File: src/hw/rtl/trsc_pkg.sv
// Shared types and constants for the triple repeat soft combiner.
// Depends on nothing; imported by every RTL file of the block.
package trsc_pkg;

  // Width of the fixed stream fields.
  localparam int SYM_W     = 3;
  localparam int MAG_IN_W  = 12;
  localparam int START_W   = 8;
  localparam int SUM_OUT_W = 15;
  localparam int IN_DATA_W  = 24;
  localparam int OUT_DATA_W = 16;

  typedef enum logic {
    CMD_LOAD = 1'b0,
    CMD_SUM  = 1'b1
  } cmd_t;

  // One decoded input item as it sits in the command queue.
  typedef struct packed {
    cmd_t                cmd;
    logic [SYM_W-1:0]    symbol;
    logic [MAG_IN_W-1:0] magnitude;
    logic [START_W-1:0]  start;
  } item_t;

endpackage

File: src/hw/rtl/trsc_front.sv
// Front end of the combiner: accepts stream items and decodes them into item_t.
// Depends on trsc_pkg.
module trsc_front (
  input  logic                          clk,
  input  logic                          rst,
  input  logic                          s_axis_tvalid,
  output logic                          s_axis_tready,
  input  logic [trsc_pkg::IN_DATA_W-1:0] s_axis_tdata,
  input  logic                          s_axis_tuser,
  output logic                          push,
  output trsc_pkg::item_t               push_item,
  input  logic                          push_ready
);
  import trsc_pkg::*;

  logic  hold_valid;
  item_t hold_item;
  item_t dec_item;

  always_comb begin
    dec_item.cmd       = s_axis_tuser ? CMD_SUM : CMD_LOAD;
    dec_item.symbol    = s_axis_tdata[SYM_W-1:0];
    dec_item.magnitude = s_axis_tdata[SYM_W+MAG_IN_W-1:SYM_W];
    dec_item.start     = s_axis_tdata[SYM_W+MAG_IN_W+START_W-1:SYM_W+MAG_IN_W];
  end

  assign push          = hold_valid && push_ready;
  assign push_item     = hold_item;
  assign s_axis_tready = !hold_valid || push_ready;

  always_ff @(posedge clk) begin
    if (rst) begin
      hold_valid <= 1'b0;
    end else if (s_axis_tvalid && s_axis_tready) begin
      hold_valid <= 1'b1;
    end else if (push) begin
      hold_valid <= 1'b0;
    end
  end

  always_ff @(posedge clk) begin
    if (s_axis_tvalid && s_axis_tready) begin
      hold_item <= dec_item;
    end
  end

endmodule

File: src/hw/rtl/trsc_queue.sv
// Two-entry command queue between front end and sequencer.
// Depends on trsc_pkg.
module trsc_queue (
  input  logic            clk,
  input  logic            rst,
  input  logic            wr_valid,
  output logic            wr_ready,
  input  trsc_pkg::item_t wr_item,
  output logic            rd_valid,
  input  logic            rd_ready,
  output trsc_pkg::item_t rd_item
);
  import trsc_pkg::*;

  item_t       slots [2];
  logic        wr_ptr;
  logic        rd_ptr;
  logic [1:0]  count;
  logic        do_wr;
  logic        do_rd;

  assign wr_ready = (count != 2'd2);
  assign rd_valid = (count != 2'd0);
  assign rd_item  = slots[rd_ptr];
  assign do_wr    = wr_valid && wr_ready;
  assign do_rd    = rd_valid && rd_ready;

  always_ff @(posedge clk) begin
    if (rst) begin
      wr_ptr <= 1'b0;
      rd_ptr <= 1'b0;
      count  <= 2'd0;
    end else begin
      if (do_wr) wr_ptr <= !wr_ptr;
      if (do_rd) rd_ptr <= !rd_ptr;
      case ({do_wr, do_rd})
        2'b10:   count <= count + 2'd1;
        2'b01:   count <= count - 2'd1;
        default: count <= count;
      endcase
    end
  end

  always_ff @(posedge clk) begin
    if (do_wr) slots[wr_ptr] <= wr_item;
  end

endmodule

File: src/hw/rtl/trsc_back.sv
// Sequencer of the combiner: soft-bit ring memory, loads, combined sums, output register.
// Depends on trsc_pkg.
module trsc_back #(
  parameter int WORD_BITS = 49,
  parameter int MAG_BITS  = 12
) (
  input  logic                             clk,
  input  logic                             rst,
  input  logic                             q_valid,
  output logic                             q_ready,
  input  trsc_pkg::item_t                  q_item,
  output logic                             m_axis_tvalid,
  input  logic                             m_axis_tready,
  output logic [trsc_pkg::SUM_OUT_W-1:0]   soft_sum,
  output logic                             m_axis_tlast
);
  import trsc_pkg::*;

  localparam int RING_LEN = 3 * WORD_BITS;
  localparam int AW       = $clog2(RING_LEN);
  localparam int EW       = MAG_BITS + 1;
  localparam int SUM_W    = MAG_BITS + 3;
  localparam int EXT_W    = (SUM_W > SUM_OUT_W) ? SUM_W : SUM_OUT_W;
  localparam int MX_W     = (MAG_BITS > MAG_IN_W) ? MAG_BITS : MAG_IN_W;
  localparam int KW       = $clog2(WORD_BITS + 1);
  localparam logic [START_W-1:0] RING_LEN_S = START_W'(RING_LEN);
  localparam logic [AW:0]        RING_LEN_A = (AW+1)'(RING_LEN);
  localparam logic [AW:0]        WORD_A     = (AW+1)'(WORD_BITS);
  localparam logic [KW-1:0]      LAST_K     = KW'(WORD_BITS - 1);

  typedef enum logic [3:0] {
    ST_IDLE   = 4'b0001,
    ST_LOAD   = 4'b0010,
    ST_REDUCE = 4'b0100,
    ST_SUM    = 4'b1000
  } state_t;

  state_t state;

  // ring storage; valid bits stand in for the all-zero reset
  logic signed [EW-1:0] ring [RING_LEN];
  logic [RING_LEN-1:0]  ring_vld;

  logic [AW-1:0]        write_pos;
  logic [SYM_W-1:0]     sym_sh;
  logic [MAG_BITS-1:0]  mag_q;
  logic [1:0]           lcnt;
  logic [START_W-1:0]   base;
  logic [AW-1:0]        bpos;
  logic [AW-1:0]        apos;
  logic [1:0]           ph;
  logic [KW-1:0]        kcnt;
  logic signed [SUM_W-1:0] acc;

  logic                 rd_en;
  logic [AW-1:0]        rd_addr;
  logic signed [EW-1:0] rd_data;
  logic                 rd_vld;
  logic signed [EW-1:0] rd_val;

  logic [MX_W-1:0]      mag_ext;
  logic signed [EW-1:0] pos_val;
  logic signed [EW-1:0] wr_val;
  logic                 wr_en;
  logic [AW:0]          step_sum;
  logic [AW-1:0]        apos_next;
  logic [AW-1:0]        bpos_next;
  logic signed [SUM_W-1:0] total;
  logic signed [EXT_W-1:0] total_ext;
  logic                 out_free;
  logic                 emit;

  assign mag_ext = MX_W'(q_item.magnitude);
  assign pos_val = $signed({1'b0, mag_q});
  assign wr_val  = sym_sh[SYM_W-1] ? pos_val : -pos_val;
  assign wr_en   = (state == ST_LOAD);

  assign q_ready = (state == ST_IDLE);

  // next ring positions, wrapped: one word further on for apos, one entry on for bpos
  always_comb begin
    step_sum = ((ph == 2'd0) ? {1'b0, bpos} : {1'b0, apos}) + WORD_A;
    if (step_sum >= RING_LEN_A) begin
      apos_next = AW'(step_sum - RING_LEN_A);
    end else begin
      apos_next = step_sum[AW-1:0];
    end
    if ({1'b0, bpos} + (AW+1)'(1) >= RING_LEN_A) begin
      bpos_next = '0;
    end else begin
      bpos_next = bpos + AW'(1);
    end
  end

  always_comb begin
    rd_en   = (state == ST_SUM) && (ph != 2'd3);
    rd_addr = (ph == 2'd0) ? bpos : apos;
  end

  assign rd_val    = rd_vld ? rd_data : '0;
  assign total     = acc + SUM_W'(rd_val);
  assign total_ext = EXT_W'(total);
  assign out_free  = !m_axis_tvalid || m_axis_tready;
  assign emit      = (state == ST_SUM) && (ph == 2'd3) && out_free;

  always_ff @(posedge clk) begin
    if (wr_en) ring[write_pos] <= wr_val;
    if (rd_en) begin
      rd_data <= ring[rd_addr];
      rd_vld  <= ring_vld[rd_addr];
    end
  end

  always_ff @(posedge clk) begin
    if (rst) begin
      ring_vld <= '0;
    end else if (wr_en) begin
      ring_vld[write_pos] <= 1'b1;
    end
  end

  always_ff @(posedge clk) begin
    if (rst) begin
      state     <= ST_IDLE;
      write_pos <= '0;
      lcnt      <= 2'd0;
      ph        <= 2'd0;
      kcnt      <= '0;
    end else begin
      case (state)
        ST_IDLE: begin
          if (q_valid) begin
            if (q_item.cmd == CMD_LOAD) begin
              lcnt  <= 2'd0;
              state <= ST_LOAD;
            end else begin
              state <= ST_REDUCE;
            end
          end
        end
        ST_LOAD: begin
          if ({1'b0, write_pos} + (AW+1)'(1) >= RING_LEN_A) begin
            write_pos <= '0;
          end else begin
            write_pos <= write_pos + AW'(1);
          end
          lcnt <= lcnt + 2'd1;
          if (lcnt == 2'd2) state <= ST_IDLE;
        end
        ST_REDUCE: begin
          if (base < RING_LEN_S) begin
            ph    <= 2'd0;
            kcnt  <= '0;
            state <= ST_SUM;
          end
        end
        ST_SUM: begin
          if (ph != 2'd3) begin
            ph <= ph + 2'd1;
          end else if (out_free) begin
            ph   <= 2'd0;
            kcnt <= kcnt + KW'(1);
            if (kcnt == LAST_K) state <= ST_IDLE;
          end
        end
        default: state <= ST_IDLE;
      endcase
    end
  end

  // datapath registers, no reset needed
  always_ff @(posedge clk) begin
    case (state)
      ST_IDLE: begin
        sym_sh <= q_item.symbol;
        mag_q  <= mag_ext[MAG_BITS-1:0];
        base   <= q_item.start;
      end
      ST_LOAD: begin
        sym_sh <= {sym_sh[SYM_W-2:0], 1'b0};
      end
      ST_REDUCE: begin
        if (base >= RING_LEN_S) begin
          base <= base - RING_LEN_S;
        end else begin
          bpos <= base[AW-1:0];
        end
      end
      ST_SUM: begin
        case (ph)
          2'd0: apos <= apos_next;
          2'd1: begin
            apos <= apos_next;
            acc  <= SUM_W'(rd_val);
          end
          2'd2: acc <= total;
          default: begin
            if (out_free) bpos <= bpos_next;
          end
        endcase
      end
      default: ;
    endcase
  end

  always_ff @(posedge clk) begin
    if (rst) begin
      m_axis_tvalid <= 1'b0;
    end else if (emit) begin
      m_axis_tvalid <= 1'b1;
    end else if (m_axis_tready) begin
      m_axis_tvalid <= 1'b0;
    end
  end

  always_ff @(posedge clk) begin
    if (emit) begin
      soft_sum     <= total_ext[SUM_OUT_W-1:0];
      m_axis_tlast <= (kcnt == LAST_K);
    end
  end

endmodule

File: src/hw/rtl/triple_repeat_soft_combiner.sv
// Top level of the rate 1/3 repetition code soft-decision combiner.
// Depends on trsc_pkg, trsc_front, trsc_queue and trsc_back.

// The block keeps a ring of 3*WORD_BITS signed soft bits. A load item (tuser low)
// writes three entries, symbol bit 2 first, each +magnitude for a one and
// -magnitude for a zero; a sum item (tuser high) returns WORD_BITS combined sums,
// each the total of the three copies WORD_BITS apart, the last one with tlast.
// Items pass a one-item input register and a two-item queue, so the input keeps
// accepting while the sequencer works. The sequencer owns the single-port ring
// memory and sets the rate; it takes a new item from the queue only when idle.
// A load takes the item, then makes one memory write per entry. A sum takes the
// item, subtracts RING_LEN from start_req while it is not below RING_LEN, makes
// a setup step and then three reads and one add per result; each result may
// also wait on m_axis_tready.
// The ring reads as zero after reset; no clearing pass is needed.
module triple_repeat_soft_combiner #(
  parameter int WORD_BITS = 49,
  parameter int MAG_BITS  = 12
) (
  input  logic                            clk,
  input  logic                            rst,
  input  logic                            s_axis_tvalid,
  output logic                            s_axis_tready,
  // symbol[2:0], magnitude[14:3], start_req[22:15], zero [23]
  input  logic [trsc_pkg::IN_DATA_W-1:0]  s_axis_tdata,
  // cmd: 0 load symbol, 1 request sums
  input  logic                            s_axis_tuser,
  output logic                            m_axis_tvalid,
  input  logic                            m_axis_tready,
  // soft_sum[14:0] (signed), zero [15]
  output logic [trsc_pkg::OUT_DATA_W-1:0] m_axis_tdata,
  // last: final sum of a request
  output logic                            m_axis_tlast
);
  import trsc_pkg::*;

  logic                 push;
  logic                 push_ready;
  item_t                push_item;
  logic                 q_valid;
  logic                 q_ready;
  item_t                q_item;
  logic [SUM_OUT_W-1:0] soft_sum;

  trsc_front u_front (
    .clk           (clk),
    .rst           (rst),
    .s_axis_tvalid (s_axis_tvalid),
    .s_axis_tready (s_axis_tready),
    .s_axis_tdata  (s_axis_tdata),
    .s_axis_tuser  (s_axis_tuser),
    .push          (push),
    .push_item     (push_item),
    .push_ready    (push_ready)
  );

  trsc_queue u_queue (
    .clk      (clk),
    .rst      (rst),
    .wr_valid (push),
    .wr_ready (push_ready),
    .wr_item  (push_item),
    .rd_valid (q_valid),
    .rd_ready (q_ready),
    .rd_item  (q_item)
  );

  trsc_back #(
    .WORD_BITS (WORD_BITS),
    .MAG_BITS  (MAG_BITS)
  ) u_back (
    .clk           (clk),
    .rst           (rst),
    .q_valid       (q_valid),
    .q_ready       (q_ready),
    .q_item        (q_item),
    .m_axis_tvalid (m_axis_tvalid),
    .m_axis_tready (m_axis_tready),
    .soft_sum      (soft_sum),
    .m_axis_tlast  (m_axis_tlast)
  );

  assign m_axis_tdata = {{(OUT_DATA_W-SUM_OUT_W){1'b0}}, soft_sum};

endmodule

File: config.mk
export PLATFORM = sky130hd
export DESIGN_NAME = triple_repeat_soft_combiner
export DESIGN_NICKNAME = d
export VERILOG_FILES = /design/src/hw/rtl/trsc_pkg.sv /design/src/hw/rtl/trsc_front.sv /design/src/hw/rtl/trsc_queue.sv /design/src/hw/rtl/trsc_back.sv /design/src/hw/rtl/triple_repeat_soft_combiner.sv
export SDC_FILE = /design/constraint.sdc
export NUM_CORES = 2
export LEC_CHECK = 0
export ABC_AREA = 1
export ABC_CLOCK_PERIOD_IN_PS = 9900
export BUFFER_PORTS_ARGS = -buffer_cell sky130_fd_sc_hd__buf_2
export CAP_MARGIN = 25
export CORE_UTILIZATION = 30
export DETAILED_ROUTE_END_ITERATION = 8
export SLEW_MARGIN = 20
export SYNTH_ARGS = -nofsm -noshare
export SYNTH_HDL_FRONTEND = slang
export SYNTH_SLANG_ARGS = --single-unit
File: constraint.sdc
create_clock -name clk -period 9.9 [get_ports clk]
set_input_delay 0.99 -clock clk [delete_from_list [all_inputs] [get_ports clk]]
set_output_delay 0.99 -clock clk [all_outputs]
set_load 0.02 [all_outputs]
---- Word level (Yosys, flattened, before mapping) ----
Memory sizes are Yosys's and may differ from the RTL's. A register that Yosys moved wholly into a read port is not among the register bits.
Index checks and enable logic that the tools add are counted.
operators by class
  reduce and logical (&&, ||, !) cells .... 33
  eq/ne operators ......................... 24
  $add $sub $neg .......................... 14
  $mul .................................... 0
  divide/modulo/power cells ............... 0
  shifts and indexed selects .............. 0
  $lt $le $gt $ge ......................... 8
  mux-type cells .......................... 50
  bitwise logic cells ..................... 1
operator list
  kind                                                               number
  bitwise OR 147 bit                                                 1
  two-way mux 8 bit                                                  9
  one-hot mux 8 bit (2 select lines)                                 2
  one-hot mux 15 bit (2 select lines)                                1
  greater-or-equal comparator 9 x 8 -> 1 bit, second input constant  3
  two-way mux 13 bit                                                 2
  two-way mux 4 bit                                                  6
  adder 8 x 1 -> 9 bit, second input constant                        2
  less-than comparator 8 x 9 -> 1 bit, second input constant         2
  two-way mux 6 bit                                                  3
  adder 8 x 1 -> 8 bit, second input constant                        2
  inequality test 2 bit, second input constant                       8
  one-hot mux 4 bit (4 select lines)                                 1
  nonzero test 2 bit                                                 8
  subtractor 8 bit, second input constant                            2
  adder 15 x 13 -> 15 bit                                            1
  two-way mux 1 bit                                                  13
  negator 12 -> 13 bit                                               1
  one-hot mux 2 bit (2 select lines)                                 3
  one-hot mux 6 bit (2 select lines)                                 1
  two-way mux 2 bit                                                  5
  adder 8 x 6 -> 9 bit, second input constant                        1
  binary-select mux 1 bit (select 8 bit)                             1
  demux 1 bit (select 8 bit)                                         1
  other kinds (27)                                                   51
storage, ports and cells
  word-level logic and storage cells ...... 156
  latch bits .............................. 0
  ROM bits ................................ 0
  memories kept ........................... 2
  register bits after elaboration ......... 270
  RAM bits ................................ 1,959
memories
  memory         depth  bits a word  read ports  clocked after Yosys merged registers in  wr ports  line              source
  u_back.ring    147    13           1           1                                        1         trsc_back.sv:41   logic signed [EW-1:0] ring [RING_LEN];
  u_queue.slots  2      24           1           1                                        1         trsc_queue.sv:15  item_t slots [2];

---- Longest topological paths before layout ----
  depth in word-level cells ............... 6
  mapped depth ............................ 22
  mapped depth without buffers ............ 19

---- Hierarchy ----
From an unflattened synthesis, not the netlist that was laid out.
second synthesis, totals
  cells, all modules ...................... 8,968
  area, all modules ....................... 94,450.6 um^2
modules (own cells, without submodules)
  module                       area an instance (um^2)  times used  cells each
  trsc_back                    91,581.6                 1           8,821
  trsc_queue                   2,082.0                  1           113
  trsc_front                   775.7                    1           32
  triple_repeat_soft_combiner  11.3                     1           2

---- Worst setup path before layout ----
Ideal clock, no wire load.
  path type ............................... register -> register
  start ................................... register u_back.mag_q[0]
  end ..................................... memory u_back.ring[0][6] (netlist bit), data pin
  path slack .............................. 1,988 ps
  library setup time ...................... 1,034 ps
  stages on the path, launching flop included .. 8
  data required time ...................... 8,866 ps
  arrival time ............................ 6,878 ps
  clock period less this slack ............ 7,912 ps
  cells stage by stage .................... edfxtp_1 inv_1 ha_1 nand2_1 nor4_1 inv_1 nand2_1 xnor2_1
between the ends
  cells in the longest elaborated chain, start to end .. 2
RTL lines
  what                        line              source
  from (decl)                 trsc_back.sv:46   logic [MAG_BITS-1:0] mag_q;
  from (signal assigned)      trsc_back.sv:176  mag_q <= mag_ext[MAG_BITS-1:0];
  negator 12 -> 13 bit        trsc_back.sv:75   assign wr_val = sym_sh[SYM_W-1] ? pos_val : -pos_val;
  two-way mux 13 bit          trsc_back.sv:75
  named net u_back.wr_val[6]  trsc_back.sv:63   logic signed [EW-1:0] wr_val;
  to (decl)                   trsc_back.sv:41
The timed path passes the listed nets, and every way through them passes these cells.

---- Final worst setup path ----
  start ................................... register u_back.ph[0]
  end ..................................... register u_back.rd_data[9] (read register of u_back.ring), data pin
between the ends
  cells in the longest elaborated chain, start to end .. 2
RTL lines
  what                                                        line                              source
  from (decl)                                                 trsc_back.sv:51                   logic [1:0] ph;
  from (signal assigned)                                      trsc_back.sv:159                  ph <= ph + 2'd1;
  logical NOT 2 bit or inequality test 2 bit (tied branches)  trsc_back.sv:97, trsc_back.sv:96
  two-way mux 8 bit or logical AND 1 bit (tied branches)      trsc_back.sv:97, trsc_back.sv:96
  to (decl)                                                   trsc_back.sv:57                   logic signed [EW-1:0] rd_data;
Parallel ways exist; a longest one is shown, timed or not.
A chain may end at the register's enable or synchronous reset.

==> qor.yml <==
synth_top_area_share_pct: 66.9
clk_path_buf_depth: 3
whs_ns: 0.305
gp_congestion: 0.854
irDropWorstVdd_mv: 0.987
hold_path_class: "input port to register"
final_cell_area_um2: 106000
cp-start-kind: "register"
antenna_found_initial: 6
clkTransAtPathRegs_ns: 0.06
critPathRequiredTime_ns: 10.63
die_area_um2: 311000
maxSlewViolCount: 0
hpwl_um: 141000
portBuffers: 45
maxCapViolations: 0
postPlaceCellArea_um2: 98100
use_met1_pct: 21.2
cts_tree: "done"
grt_util_met3_pct: 2.61
grt_overflow: 0
end_kind: "register"
grtUsageTotal_pct: 16.3
cts_resized: 0
htreeDepth: 4
yosysSeqAreaShare_pct: 70.7
finalNetCount: 8697
max_freq_ghz: 0.167
finalClockSkew_ns: 0.0386
clkSinkCount: 2243
drcViolationCount: 0
via_per_inst: 4.82
areaGrowthSynthToFinish_pct: 14.1
root_buffer: "clkbuf_16"
swShare_pct: 31.8
status: "completed"
core_um2: 307000
avgSynthCellArea_um2: 10.8
fp.dieH_um: 558
p_int_mw: 18.9
comb_power_share_pct: 21.7
synth_cells: 8581
dp_slack_ns: 4.03
path_max_fanout: 95
ant_nets: 0
busiest_layer: "met2"
fin_util_pct: 34.5
clock_power_share_pct: 31.1
period_share_pct: 60.5
cts_hold_buffers: 0
fin_ws_ns: 3.91
via_count: 62398
synth_nets: 8642
setup_violations: 0
drt-initial-drc-count: 6429
worstMarginPinSlew_ns: 1.09
slew_headroom_pct: 27.1
start_util_pct: 30.2
grt_max_degree: 149
routedWlPerCell_um: 20.0
ys_ff_latch: 2243
drtPass1Iterations: 8
yosys_warnings: 0
fin_crit_ns: 5.99
drive_above_1_share_pct: 7.82
routed_wl_um: 258000
grt_pass1_vias: 59970
die_width_um: 558
hold_viol_final: 0
rsz0062_at_grt: "false"
power_density_nw_per_um2: 262
synthDistinctLibCells: 48
cts_setup_buffers: 0
grt_pass1_wl_um: 383000
fp-row-count: 203
power.switching_mw: 8.80
yosys.area.top_type: "edfxtp_1"
clock_latency_ns: 0.88
p_leak_nw: 39.2
synthTopCellsByArea: "edfxtp_1, nand2_1, dfxtp_1, nor2_1, nand3_1"
syn_area_um2: 92800
io-pin-count: 48
setup_tns_ns: 0
worstPathArrival_ns: 6.72
p_seq_share_pct: 47.2
grt_util_met2_pct: 27.4
critPathKind: "register to register"
tritoncts.num_buffers: 226
-- final cells by class --
type / instances / area [um^2]
fillers: 30260 / 201000
flip-flops and latches: 2243 / 65600
multi-input cells: 5368 / 23300
clock buffers: 328 / 6490
well taps: 4100 / 5130
repair buffers: 279 / 2290
inverters: 518 / 1980
clock inverters: 103 / 1060
diodes: 3 / 7.51
-- path summary, 6_finish.rpt --
path,start,endpoint,cells after the start,slack (ns)
worst max-delay path,u_back.ph[0],u_back.rd_data[9],15,3.91
worst min-delay path,s_axis_tdata[15],u_front.push_item[0],1,0.30
worst max register to register,u_back.ph[0],u_back.rd_data[9],15,3.91
worst min register to register,u_front.push_item[16],u_queue.slots[1][16],0,0.44
-- Yosys cell counts (all sizes together) --
library cell / instances
xnor2: 13
o21ai: 295
conb: 1
fa: 1
o211ai: 53
nor2: 815
a21oi: 253
a31oi: 10
ha: 31
or2: 4
nor4: 1
nand3b: 5
o311ai: 1
inv: 516
nand2: 3102
buf: 322
o2111ai: 20
dfxtp: 176
nand4: 142
o32ai: 1
edfxtp: 2067
nand3: 517
nor3: 16
xor2: 33
o31ai: 2
o21a: 16
o22ai: 3
a22oi: 27
a221oi: 2
o221ai: 1
clkinv: 2
o41ai: 1
clkbuf: 130
a211oi: 2
-- logic make-up after synthesis --
family / Yosys count / share of synthesized area [%]
simple gates: 4602 / 19.8
flops: 2243 / 70.7
buf+inv: 970 / 4.46
compound gates: 687 / 4.14
xor+xnor: 46 / 0.442
fa+ha+maj: 32 / 0.440
other cells: 1 / 0.00404
-- layer usage --
layer	part of all wire, %	up-vias
met4	3.2	2
met3	7.4	453
met1	41	30638
met2	48	2308
met5	0.0046	-
li1	-	28997
-- cell usage in the layout (no fill, tap or decap), types with 53 or more instances in the layout --
| master | n |
|---|---|
| inv_1 | 504 |
| edfxtp_1 | 2067 |
| o211ai_1 | 53 |
| nand4_1 | 142 |
| clkbuf_1 | 61 |
| dfxtp_1 | 176 |
| nand3_1 | 515 |
| a21oi_1 | 252 |
| nand2_1 | 3093 |
| o21ai_0 | 251 |
| buf_4 | 211 |
| clkbuf_16 | 230 |
| nor2_1 | 795 |
-- power by group through the flow --
stage | Clock [mW] | Combinational (mW) | Sequential (mW)
floorplan | 0 | 2.93 | 13.9
global placement | 0 | 5.76 | 13.3
detailed placement | 0 | 5.96 | 13.3
CTS | 8.71 | 5.97 | 13.1
global route | 9.09 | 6.43 | 13.1
finish | 8.60 | 6.02 | 13.1
-- metrics by stage --
step                      instances  total power, mW
after CTS                     12933             27.8
final                         12942             27.7
after global routing          12939             28.6
after floorplan                8581             16.8
after global placement        12499             19.0
after detailed placement      12502             19.3
-- state kept, by name, summed over array words and instances (netlist names), 2 cells and up, named ones only --
signal	cells
u_back.bpos	8
u_queue.slots	48
u_back.acc	15
u_back.lcnt	2
u_back.kcnt	6
u_back.state	4
u_back.base	8
u_back.mag_q	12
u_back.ph	2
u_back.ring	1911
u_back.sym_sh	3
u_queue.count	2
u_back.write_pos	8
u_back.soft_sum	15
u_back.ring_vld	147
u_back.rd_data	13
u_front.push_item	24
u_back.apos	8
-- worst max-delay path: stages, from the launching register on --
cell and delay (ns):
dfxtp_1 0.34, inv_1 0.12, ha_1 0.68, nand2_2 0.47
nand2_8 0.65, nand2_4 0.45, inv_6 0.60, buf_4 0.72
nand2_1 0.11, nand4_1 0.12, nand3_1 0.16, nand2_1 0.22
nand3_1 0.27, nand3_1 0.42, nand2_1 0.25, nand2_1 0.13
(Power assumes the default switching activity.)
